==> src/hw/rtl/rqst_pkg.sv <==
package rqst_pkg;

    localparam int ENTRIES = 128;
    localparam int QUEUES  = 64;
    localparam int EIW     = $clog2(ENTRIES);
    localparam int QIW     = $clog2(QUEUES);
    localparam int PW      = 6;
    localparam int QEW     = PW + EIW;

    localparam logic [1:0] OP_LOAD   = 2'd0;
    localparam logic [1:0] OP_COMMIT = 2'd1;
    localparam logic [1:0] OP_LOOKUP = 2'd2;

    localparam logic [1:0] ST_OK     = 2'd0;
    localparam logic [1:0] ST_FAIL   = 2'd1;
    localparam logic [1:0] ST_REJECT = 2'd2;

    localparam logic REG_QUEUE_COUNT = 1'b0;
    localparam logic REG_TABLE_LOG2  = 1'b1;

    typedef enum logic [8:0] {
        S_IDLE = 9'b000000001,
        S_LRD  = 9'b000000010,
        S_LCMP = 9'b000000100,
        S_CRD  = 9'b000001000,
        S_CWR  = 9'b000010000,
        S_TRD  = 9'b000100000,
        S_QRD  = 9'b001000000,
        S_FB   = 9'b010000000,
        S_EVAL = 9'b100000000
    } t_state;

endpackage

==> src/hw/rtl/rqst_ram.sv <==
module rqst_ram #(
    parameter int W  = 8,
    parameter int D  = 64,
    parameter int AW = $clog2(D)
) (
    input  logic          i_clk,
    input  logic          i_we,
    input  logic [AW-1:0] i_waddr,
    input  logic [W-1:0]  i_wdata,
    input  logic [AW-1:0] i_raddr,
    output logic [W-1:0]  o_rdata
);

    logic [W-1:0] r_mem [D];
    logic [W-1:0] r_rdata;

    always_ff @(posedge i_clk) begin
        if (i_we) begin
            r_mem[i_waddr] <= i_wdata;
        end
        r_rdata <= r_mem[i_raddr];
    end

    assign o_rdata = r_rdata;

endmodule

==> src/hw/rtl/rss_queue_steering_table_core.sv <==
// Receive-side-scaling queue steering table.
// Input channel (i_s_*): one transaction carries one command. tuser holds the
// opcode (load entry, commit staged table, look up queue); tdata holds the
// entry, processor, hash and inspection fields. Output channel (o_m_*): one
// result transaction per command, with the status code in tuser.
// Configuration channel (i_cfg_*): register index and data, always ready.
// Only one command is in flight; the input is ready while the sequencer idles
// with no result pending, even when a result still waits in the output register.
// Each command steps through the sequencer states: a hashed lookup reads the
// active table, then the queue RAM, then evaluates; a zero-hash scan repeats
// this for each active entry visited and falls back to queue 0 when none
// matches; a load compares the staged queues in turn until one matches or a
// new one opens; a commit copies all 128 entries, reading then writing each;
// a failed, rejected or unused command gives its result on acceptance. The
// next command is accepted once the result has moved to the output register.
// Each table RAM has one read port. Reset clears the sequencer, table size,
// staging counters and active-table valid flags and sets the queue count to
// 1; no clearing pass is needed. A stalled receiver holds the result
// register; a following result waits in the sequencer.
module rss_queue_steering_table_core (
    input  logic        i_clk,
    input  logic        i_rst_n,
    // tdata: entry_index[6:0], entry_processor[12:7], flow_hash[44:13],
    // current_processor[50:45], tx_inspect[51], zero fill[55:52]
    input  logic [55:0] i_s_tdata,
    // tuser: op[1:0]
    input  logic [1:0]  i_s_tuser,
    input  logic        i_s_tvalid,
    output logic        o_s_tready,
    // tdata: queue_index[5:0], queue_processor[11:6], queue_first_entry[18:12],
    // queues_assigned[25:19], zero fill[31:26]
    output logic [31:0] o_m_tdata,
    // tuser: status[1:0]
    output logic [1:0]  o_m_tuser,
    output logic        o_m_tvalid,
    input  logic        i_m_tready,
    input  logic        i_cfg_valid,
    output logic        o_cfg_ready,
    input  logic        i_cfg_index,
    input  logic [6:0]  i_cfg_data
);

    localparam int EIW = rqst_pkg::EIW;
    localparam int QIW = rqst_pkg::QIW;
    localparam int PW  = rqst_pkg::PW;
    localparam int QEW = rqst_pkg::QEW;

    rqst_pkg::t_state r_state, n_state;

    logic [6:0]        r_qcount;
    logic [2:0]        r_tsl2;
    logic [EIW-1:0]    r_mask, n_mask;
    logic              r_ainit, n_ainit;
    logic [rqst_pkg::QUEUES-1:0] r_qvalid, n_qvalid;
    logic [QIW:0]      r_assigned, n_assigned;
    logic              r_failed, n_failed;
    logic [EIW-1:0]    r_entry, n_entry;
    logic [PW-1:0]     r_proc, n_proc;
    logic [PW-1:0]     r_cur, n_cur;
    logic              r_scan, n_scan;
    logic [EIW-1:0]    r_addr, n_addr;
    logic [EIW-1:0]    r_cnt, n_cnt;
    logic [QIW-1:0]    r_q, n_q;

    // Pending result and output register.
    logic              r_rdy, n_rdy;
    logic [QIW-1:0]    r_rq, n_rq;
    logic [PW-1:0]     r_rp, n_rp;
    logic [EIW-1:0]    r_rf, n_rf;
    logic [QIW:0]      r_ra, n_ra;
    logic [1:0]        r_rs, n_rs;
    logic              r_ovalid;
    logic [25:0]       r_odata;
    logic [1:0]        r_ostat;

    // RAM ports.
    logic              stab_we, sq_we, atab_we, aq_we;
    logic [QIW-1:0]    stab_wdata;
    logic [QIW-1:0]    stab_rd, atab_rd;
    logic [QEW-1:0]    sq_rd, aq_rd;
    logic [QIW-1:0]    aq_raddr;

    logic              s_accept, out_load;
    logic              eff_failed;
    logic [QIW:0]      eff_assigned;
    logic [31:0]       in_hash;
    logic [QIW-1:0]    tab_q;
    logic [PW-1:0]     ev_proc;
    logic [EIW-1:0]    ev_first;

    assign o_s_tready = (r_state == rqst_pkg::S_IDLE) && !r_rdy;
    assign s_accept   = i_s_tvalid && o_s_tready;
    assign o_cfg_ready = 1'b1;
    assign in_hash    = i_s_tdata[44:13];
    assign eff_failed   = (i_s_tdata[6:0] == '0) ? 1'b0 : r_failed;
    assign eff_assigned = (i_s_tdata[6:0] == '0) ? '0 : r_assigned;
    assign tab_q      = r_ainit ? atab_rd : '0;
    assign ev_proc    = r_qvalid[r_q] ? aq_rd[PW-1:0] : '0;
    assign ev_first   = r_qvalid[r_q] ? aq_rd[QEW-1:PW] : '0;
    assign out_load   = r_rdy && (!r_ovalid || i_m_tready);

    rqst_ram #(.W(QIW), .D(rqst_pkg::ENTRIES)) u_stab (
        .i_clk(i_clk), .i_we(stab_we), .i_waddr(r_entry), .i_wdata(stab_wdata),
        .i_raddr(r_cnt), .o_rdata(stab_rd)
    );

    rqst_ram #(.W(QEW), .D(rqst_pkg::QUEUES)) u_sq (
        .i_clk(i_clk), .i_we(sq_we), .i_waddr(r_assigned[QIW-1:0]),
        .i_wdata({r_entry, r_proc}), .i_raddr(r_cnt[QIW-1:0]), .o_rdata(sq_rd)
    );

    rqst_ram #(.W(QIW), .D(rqst_pkg::ENTRIES)) u_atab (
        .i_clk(i_clk), .i_we(atab_we), .i_waddr(r_cnt), .i_wdata(stab_rd),
        .i_raddr(r_addr), .o_rdata(atab_rd)
    );

    rqst_ram #(.W(QEW), .D(rqst_pkg::QUEUES)) u_aq (
        .i_clk(i_clk), .i_we(aq_we), .i_waddr(r_cnt[QIW-1:0]), .i_wdata(sq_rd),
        .i_raddr(aq_raddr), .o_rdata(aq_rd)
    );

    always_comb begin
        n_state    = r_state;
        n_mask     = r_mask;
        n_ainit    = r_ainit;
        n_qvalid   = r_qvalid;
        n_assigned = r_assigned;
        n_failed   = r_failed;
        n_entry    = r_entry;
        n_proc     = r_proc;
        n_cur      = r_cur;
        n_scan     = r_scan;
        n_addr     = r_addr;
        n_cnt      = r_cnt;
        n_q        = r_q;
        n_rdy      = out_load ? 1'b0 : r_rdy;
        n_rq       = r_rq;
        n_rp       = r_rp;
        n_rf       = r_rf;
        n_ra       = r_ra;
        n_rs       = r_rs;
        stab_we    = 1'b0;
        stab_wdata = r_cnt[QIW-1:0];
        sq_we      = 1'b0;
        atab_we    = 1'b0;
        aq_we      = 1'b0;
        aq_raddr   = r_q;

        case (r_state)
            rqst_pkg::S_IDLE: begin
                if (s_accept) begin
                    n_rq = '0;
                    n_rp = '0;
                    n_rf = '0;
                    n_ra = '0;
                    n_rs = rqst_pkg::ST_OK;
                    case (i_s_tuser)
                        rqst_pkg::OP_LOAD: begin
                            n_entry    = i_s_tdata[6:0];
                            n_proc     = i_s_tdata[12:7];
                            n_failed   = eff_failed;
                            n_assigned = eff_assigned;
                            n_cnt      = '0;
                            if (eff_failed) begin
                                n_ra  = eff_assigned;
                                n_rs  = rqst_pkg::ST_FAIL;
                                n_rdy = 1'b1;
                            end else begin
                                n_state = rqst_pkg::S_LRD;
                            end
                        end
                        rqst_pkg::OP_COMMIT: begin
                            n_ra  = r_assigned;
                            n_cnt = '0;
                            if (r_failed || r_assigned == '0) begin
                                n_rs  = rqst_pkg::ST_FAIL;
                                n_rdy = 1'b1;
                            end else if (r_assigned > r_qcount) begin
                                n_rs  = rqst_pkg::ST_REJECT;
                                n_rdy = 1'b1;
                            end else begin
                                n_state = rqst_pkg::S_CRD;
                            end
                        end
                        rqst_pkg::OP_LOOKUP: begin
                            n_cur  = i_s_tdata[50:45];
                            n_scan = (in_hash == '0) && (r_mask != '0) && !i_s_tdata[51];
                            n_addr = n_scan ? '0 : (in_hash[EIW-1:0] & r_mask);
                            n_state = rqst_pkg::S_TRD;
                        end
                        default: begin
                            n_rdy = 1'b1;
                        end
                    endcase
                end
            end
            rqst_pkg::S_LRD: begin
                if ({1'b0, r_cnt[QIW-1:0]} == r_assigned || r_cnt[QIW]) begin
                    // No staged queue has this processor: open a new one, or fail if all are in use.
                    if (r_assigned[QIW]) begin
                        n_failed = 1'b1;
                        n_ra     = r_assigned;
                        n_rs     = rqst_pkg::ST_FAIL;
                    end else begin
                        sq_we      = 1'b1;
                        stab_we    = 1'b1;
                        stab_wdata = r_assigned[QIW-1:0];
                        n_assigned = r_assigned + 1'b1;
                        n_rq = r_assigned[QIW-1:0];
                        n_rp = r_proc;
                        n_rf = r_entry;
                        n_ra = r_assigned + 1'b1;
                        n_rs = rqst_pkg::ST_OK;
                    end
                    n_rdy   = 1'b1;
                    n_state = rqst_pkg::S_IDLE;
                end else begin
                    n_state = rqst_pkg::S_LCMP;
                end
            end
            rqst_pkg::S_LCMP: begin
                if (sq_rd[PW-1:0] == r_proc) begin
                    stab_we    = 1'b1;
                    stab_wdata = r_cnt[QIW-1:0];
                    n_rq = r_cnt[QIW-1:0];
                    n_rp = sq_rd[PW-1:0];
                    n_rf = sq_rd[QEW-1:PW];
                    n_ra = r_assigned;
                    n_rs = rqst_pkg::ST_OK;
                    n_rdy   = 1'b1;
                    n_state = rqst_pkg::S_IDLE;
                end else begin
                    n_cnt   = r_cnt + 1'b1;
                    n_state = rqst_pkg::S_LRD;
                end
            end
            rqst_pkg::S_CRD: begin
                n_state = rqst_pkg::S_CWR;
            end
            rqst_pkg::S_CWR: begin
                atab_we = 1'b1;
                if ({1'b0, r_cnt} < {{(EIW-QIW){1'b0}}, r_assigned}) begin
                    aq_we = 1'b1;
                    n_qvalid[r_cnt[QIW-1:0]] = 1'b1;
                end
                if (r_cnt == EIW'(rqst_pkg::ENTRIES - 1)) begin
                    n_mask  = EIW'((8'd1 << r_tsl2) - 8'd1);
                    n_ainit = 1'b1;
                    n_rdy   = 1'b1;
                    n_state = rqst_pkg::S_IDLE;
                end else begin
                    n_cnt   = r_cnt + 1'b1;
                    n_state = rqst_pkg::S_CRD;
                end
            end
            rqst_pkg::S_TRD: begin
                n_state = rqst_pkg::S_QRD;
            end
            rqst_pkg::S_QRD: begin
                aq_raddr = tab_q;
                n_q      = tab_q;
                n_state  = rqst_pkg::S_EVAL;
            end
            rqst_pkg::S_FB: begin
                // No entry matched the current processor: use queue 0.
                aq_raddr = '0;
                n_q      = '0;
                n_scan   = 1'b0;
                n_state  = rqst_pkg::S_EVAL;
            end
            rqst_pkg::S_EVAL: begin
                if (!r_scan || ev_proc == r_cur) begin
                    n_rq = r_q;
                    n_rp = ev_proc;
                    n_rf = ev_first;
                    n_ra = '0;
                    n_rs = rqst_pkg::ST_OK;
                    n_rdy   = 1'b1;
                    n_state = rqst_pkg::S_IDLE;
                end else if (r_addr == r_mask) begin
                    n_state = rqst_pkg::S_FB;
                end else begin
                    n_addr  = r_addr + 1'b1;
                    n_state = rqst_pkg::S_TRD;
                end
            end
            default: begin
                n_state = rqst_pkg::S_IDLE;
            end
        endcase
    end

    always_ff @(posedge i_clk) begin
        if (!i_rst_n) begin
            r_state    <= rqst_pkg::S_IDLE;
            r_qcount   <= 7'd1;
            r_tsl2     <= '0;
            r_mask     <= '0;
            r_ainit    <= 1'b0;
            r_qvalid   <= '0;
            r_assigned <= '0;
            r_failed   <= 1'b0;
            r_rdy      <= 1'b0;
            r_ovalid   <= 1'b0;
        end else begin
            r_state    <= n_state;
            r_mask     <= n_mask;
            r_ainit    <= n_ainit;
            r_qvalid   <= n_qvalid;
            r_assigned <= n_assigned;
            r_failed   <= n_failed;
            r_rdy      <= n_rdy;
            if (i_cfg_valid) begin
                if (i_cfg_index == rqst_pkg::REG_QUEUE_COUNT) begin
                    r_qcount <= i_cfg_data;
                end else begin
                    r_tsl2 <= i_cfg_data[2:0];
                end
            end
            if (out_load) begin
                r_ovalid <= 1'b1;
            end else if (i_m_tready) begin
                r_ovalid <= 1'b0;
            end
        end
    end

    always_ff @(posedge i_clk) begin
        r_entry <= n_entry;
        r_proc  <= n_proc;
        r_cur   <= n_cur;
        r_scan  <= n_scan;
        r_addr  <= n_addr;
        r_cnt   <= n_cnt;
        r_q     <= n_q;
        r_rq    <= n_rq;
        r_rp    <= n_rp;
        r_rf    <= n_rf;
        r_ra    <= n_ra;
        r_rs    <= n_rs;
        if (out_load) begin
            r_odata <= {r_ra, r_rf, r_rp, r_rq};
            r_ostat <= r_rs;
        end
    end

    assign o_m_tdata  = {6'd0, r_odata};
    assign o_m_tuser  = r_ostat;
    assign o_m_tvalid = r_ovalid;

endmodule
==> config.mk <==
export PLATFORM = sky130hd
export DESIGN_NAME = rss_queue_steering_table_core
export DESIGN_NICKNAME = d
export VERILOG_FILES = /design/src/hw/rtl/rqst_pkg.sv /design/src/hw/rtl/rqst_ram.sv /design/src/hw/rtl/rss_queue_steering_table_core.sv
export SDC_FILE = /design/constraint.sdc
export NUM_CORES = 2
export LEC_CHECK = 0
export ABC_AREA = 0
export ABC_CLOCK_PERIOD_IN_PS = 6900
export BUFFER_PORTS_ARGS = -buffer_cell sky130_fd_sc_hd__buf_4
export CORE_MARGIN = 2
export CORE_UTILIZATION = 45
export DETAILED_ROUTE_END_ITERATION = 12
export PLACE_DENSITY = 0.63
export SYNTH_ARGS = -nofsm -noshare
export SYNTH_HDL_FRONTEND = slang
export SYNTH_HIERARCHICAL = 1
export SYNTH_SLANG_ARGS = --single-unit
==> constraint.sdc <==
create_clock -name i_clk -period 6.9 [get_ports i_clk]
set_input_delay 0 -clock i_clk [delete_from_list [all_inputs] [get_ports i_clk]]
set_output_delay 0 -clock i_clk [all_outputs]
set_load 0.01 [all_outputs]
==> results.sh <==
export IMPL_status="finished, final reports clean"
export IMPL_final_max_slew_viol_count=0
export IMPL_synth_avg_cell_area_um2=21.4
export IMPL_yosysSeqAreaShare_pct=75.8
export IMPL_tightest_slew_ns=1.48
export IMPL_grtUsageMet2_pct=33.9
export IMPL_yosys_area_top_type="edfxtp_1"
export IMPL_endpoint_kind="flip-flop"
export IMPL_finalHoldViolations=0
export IMPL_finalSetupTns_ns=0
export IMPL_synth_edf_count=3290
export IMPL_setup_violations=0
export IMPL_first_pass_iters=6
export IMPL_worstPathRequired_ns=7.65
export IMPL_ant_nets=0
export IMPL_cts_tree="built"
export IMPL_synth_seq_cells=3435
export IMPL_hp_start="i_cfg_valid"
export IMPL_wirelength_um=314000
export IMPL_power_leakage_nw=47.0
export IMPL_fin_area_um2=152000
export IMPL_drcViolationCount=0
export IMPL_relSlewSlack_pct=1.51
export IMPL_synthDominantCellAreaShare_pct=73.7
export IMPL_wl_per_cell_um=28.7
export IMPL_via_count=65000
export IMPL_multi_input_area_um2=30600
export IMPL_dp_hpwl_um=186000
export IMPL_async_flop_share_pct=0
export IMPL_io_pin_count=108
export IMPL_top_usage_layer="met2"
export IMPL_fillers=23100
export IMPL_grt_max_degree=154
export IMPL_rsz0062_at_grt="no"
export IMPL_core_area_um2=297000
export IMPL_r2r_start="r_state[2]$_SDFFE_PN0P_"
export IMPL_grt_antenna_before_repair=8
export IMPL_vdd_ir_drop_max_uv=272
export IMPL_period_share_pct=75.3
export IMPL_clock_latency_ns=0.95
export IMPL_cts_made_buffers=357
export IMPL_use_met1_pct=28.3
export IMPL_syn_cell_area_um2=134000
export IMPL_grt_usage_pct=20.5
export IMPL_synth_cell_types=79
export IMPL_hold_depth=5
export IMPL_grt_overflow=0
export IMPL_fin_crit_ns=5.19
export IMPL_gp_congestion=0.819
export IMPL_cp_arrival_ns=5.94
export IMPL_yosys_most_used_dff="edfxtp_1"
export IMPL_nets=6810
export IMPL_synth_warnings=6
export IMPL_yosys_cell_count_top_type="edfxtp_1"
export IMPL_placedInstanceArea_um2=140000
export IMPL_use_met3_pct=3.27
export IMPL_ys_top_cells_by_count="3290 x edfxtp_1, 947 x mux4_2, 445 x nor2_1, 159 x clkbuf_1, 145 x dfxtp_1"
export IMPL_synthCells=6269
export IMPL_max_freq_ghz=0.193
export IMPL_clk_pin_slew_ns=0.07
export IMPL_area_growth_pct=13.7
export IMPL_path_class="reg -> reg"
export IMPL_drtIter0Drc=7075
export IMPL_hold_path_class="in -> reg"
export IMPL_die_area_um2=302000
export IMPL_crit_fanout=72
export IMPL_power_density_nw_per_um2=310
export IMPL_regArea_um2=102000
export IMPL_root_buffer="clkbuf_16"
export IMPL_initial_core_util_pct=45.2
export IMPL_clock_path_buffers=4
export IMPL_cap_violations=0
export IMPL_r2r_worst_path_cells=12
export IMPL_critPathLaunchType="flip-flop"
export IMPL_drive_gt1_share_pct=27.2
export IMPL_row_count=200
export IMPL_grt_pass1_wl_um=454000
export IMPL_grt_pass1_vias=65400
export IMPL_cp_startpoint="r_state[2]$_SDFFE_PN0P_"
export IMPL_fin_skew_ns=0.0647
export IMPL_portBuffers=96
export IMPL_cts_sinks=3435
export IMPL_die_w_um=550
export IMPL_htree_levels=5
export IMPL_via_per_inst=5.95
export IMPL_die_y_um=550
export IMPL_synthTopCellsByArea="edfxtp_1 74%, mux4_2 16%, dfxtp_1 2.2%"
[registers in the layout (all words and copies together), names as in the netlist, 9 cells and up]
register	count
r_odata	26
r_qvalid	64
r_state	9
u_aq/o_rdata	13
u_aq/r_mem	832
u_atab/r_mem	768
u_sq/o_rdata	13
u_sq/r_mem	832
u_stab/r_mem	768
[cell families after synthesis]
family / count (synthesis) / synth area share, %
flops: 3435 / 75.8
xor+xnor: 29 / 0.189
compound gates: 372 / 2.03
buf+inv: 395 / 1.43
mux: 1080 / 17.0
other cells: 2 / 0.00560
simple gates: 932 / 3.28
fa+ha+maj: 24 / 0.224
[metrics by stage]
stage	hold slack [ns]	worst slack (ns)	util, %	std cells	power (mW)
after CTS	0.0392	1.67	51.4	10900	47.7
after global placement	0.186	1.80	47.2	10200	29.0
after global routing	0.112	1.45	51.4	10900	48.7
final	0.122	1.71	51.4	10900	47.3
after detailed placement	0.184	1.75	47.2	10200	29.1
after floorplan	0.0989	1.47	-	6274	27.3
[routing by layer]
metal | up-vias | wire [um]
met5 | - | 13
met2 | 2503 | 156000
met3 | 515 | 20600
met4 | 2 | 9860
met1 | 34900 | 127000
li1 | 27100 | -
[cell type report]
type,count,share of cell area (%)
Tap cell,3939,3.23
Multi-Input combinational cell,2444,20.1
Clock inverter,168,1.12
Antenna cell,6,0.00985
Clock buffer,463,6.28
Sequential cell,3435,66.7
Inverter,35,0.0862
Timing Repair Buffer,442,2.46
[final timing paths]
| kind | endpoint | slack, ns |
|---|---|---|
| setup reg to reg | u_aq/o_rdata[1]$_DFF_P_ | 1.71 |
| setup / recovery | u_aq/o_rdata[1]$_DFF_P_ | 1.71 |
| hold / removal | r_qcount[5]$_SDFFE_PN0P_ | 0.12 |
| hold reg to reg | r_odata[7]$_DFFE_PP_ | 0.42 |
[timing repair]
action,in CTS,in global routing
resized for setup,0,0
setup buffers,0,0
endpoints found under the hold margin,162,0
hold buffers,95,0
[placed cells by master (no fill, tap or decap), drive strengths merged, types with 77 or more instances in the layout]
cell,Yosys,routed
buf,200,347
clkbuf,160,463
clkinv,1,114
dfxtp,145,145
dlygate4sd3,0,95
edfxtp,3290,3290
mux4,951,951
nand2,120,120
nand3,77,77
nor2,445,445
nor2b,124,124
[critical path, cell delays in order, from the launching register on]
cell and delay [ns]:
dfxtp_1 0.38, or4_1 0.51, or3_1 0.36, nand2b_1 0.22, nor3b_1 0.72, a22o_1 0.25
a22o_4 0.36, buf_12 0.45, mux4_2 0.58, mux2_2 0.32, o22ai_1 0.33, a2111o_1 0.25
o31ai_1 0.10
[report_power, final]
group          internal, mW  switching, mW  leakage, nW
combinational          1.23           2.76         10.7
sequential             24.3          0.344         30.8
clock                  11.0           7.66         5.50
total                  36.5           10.8         47.0
Power figures use the tool's default switching activity.
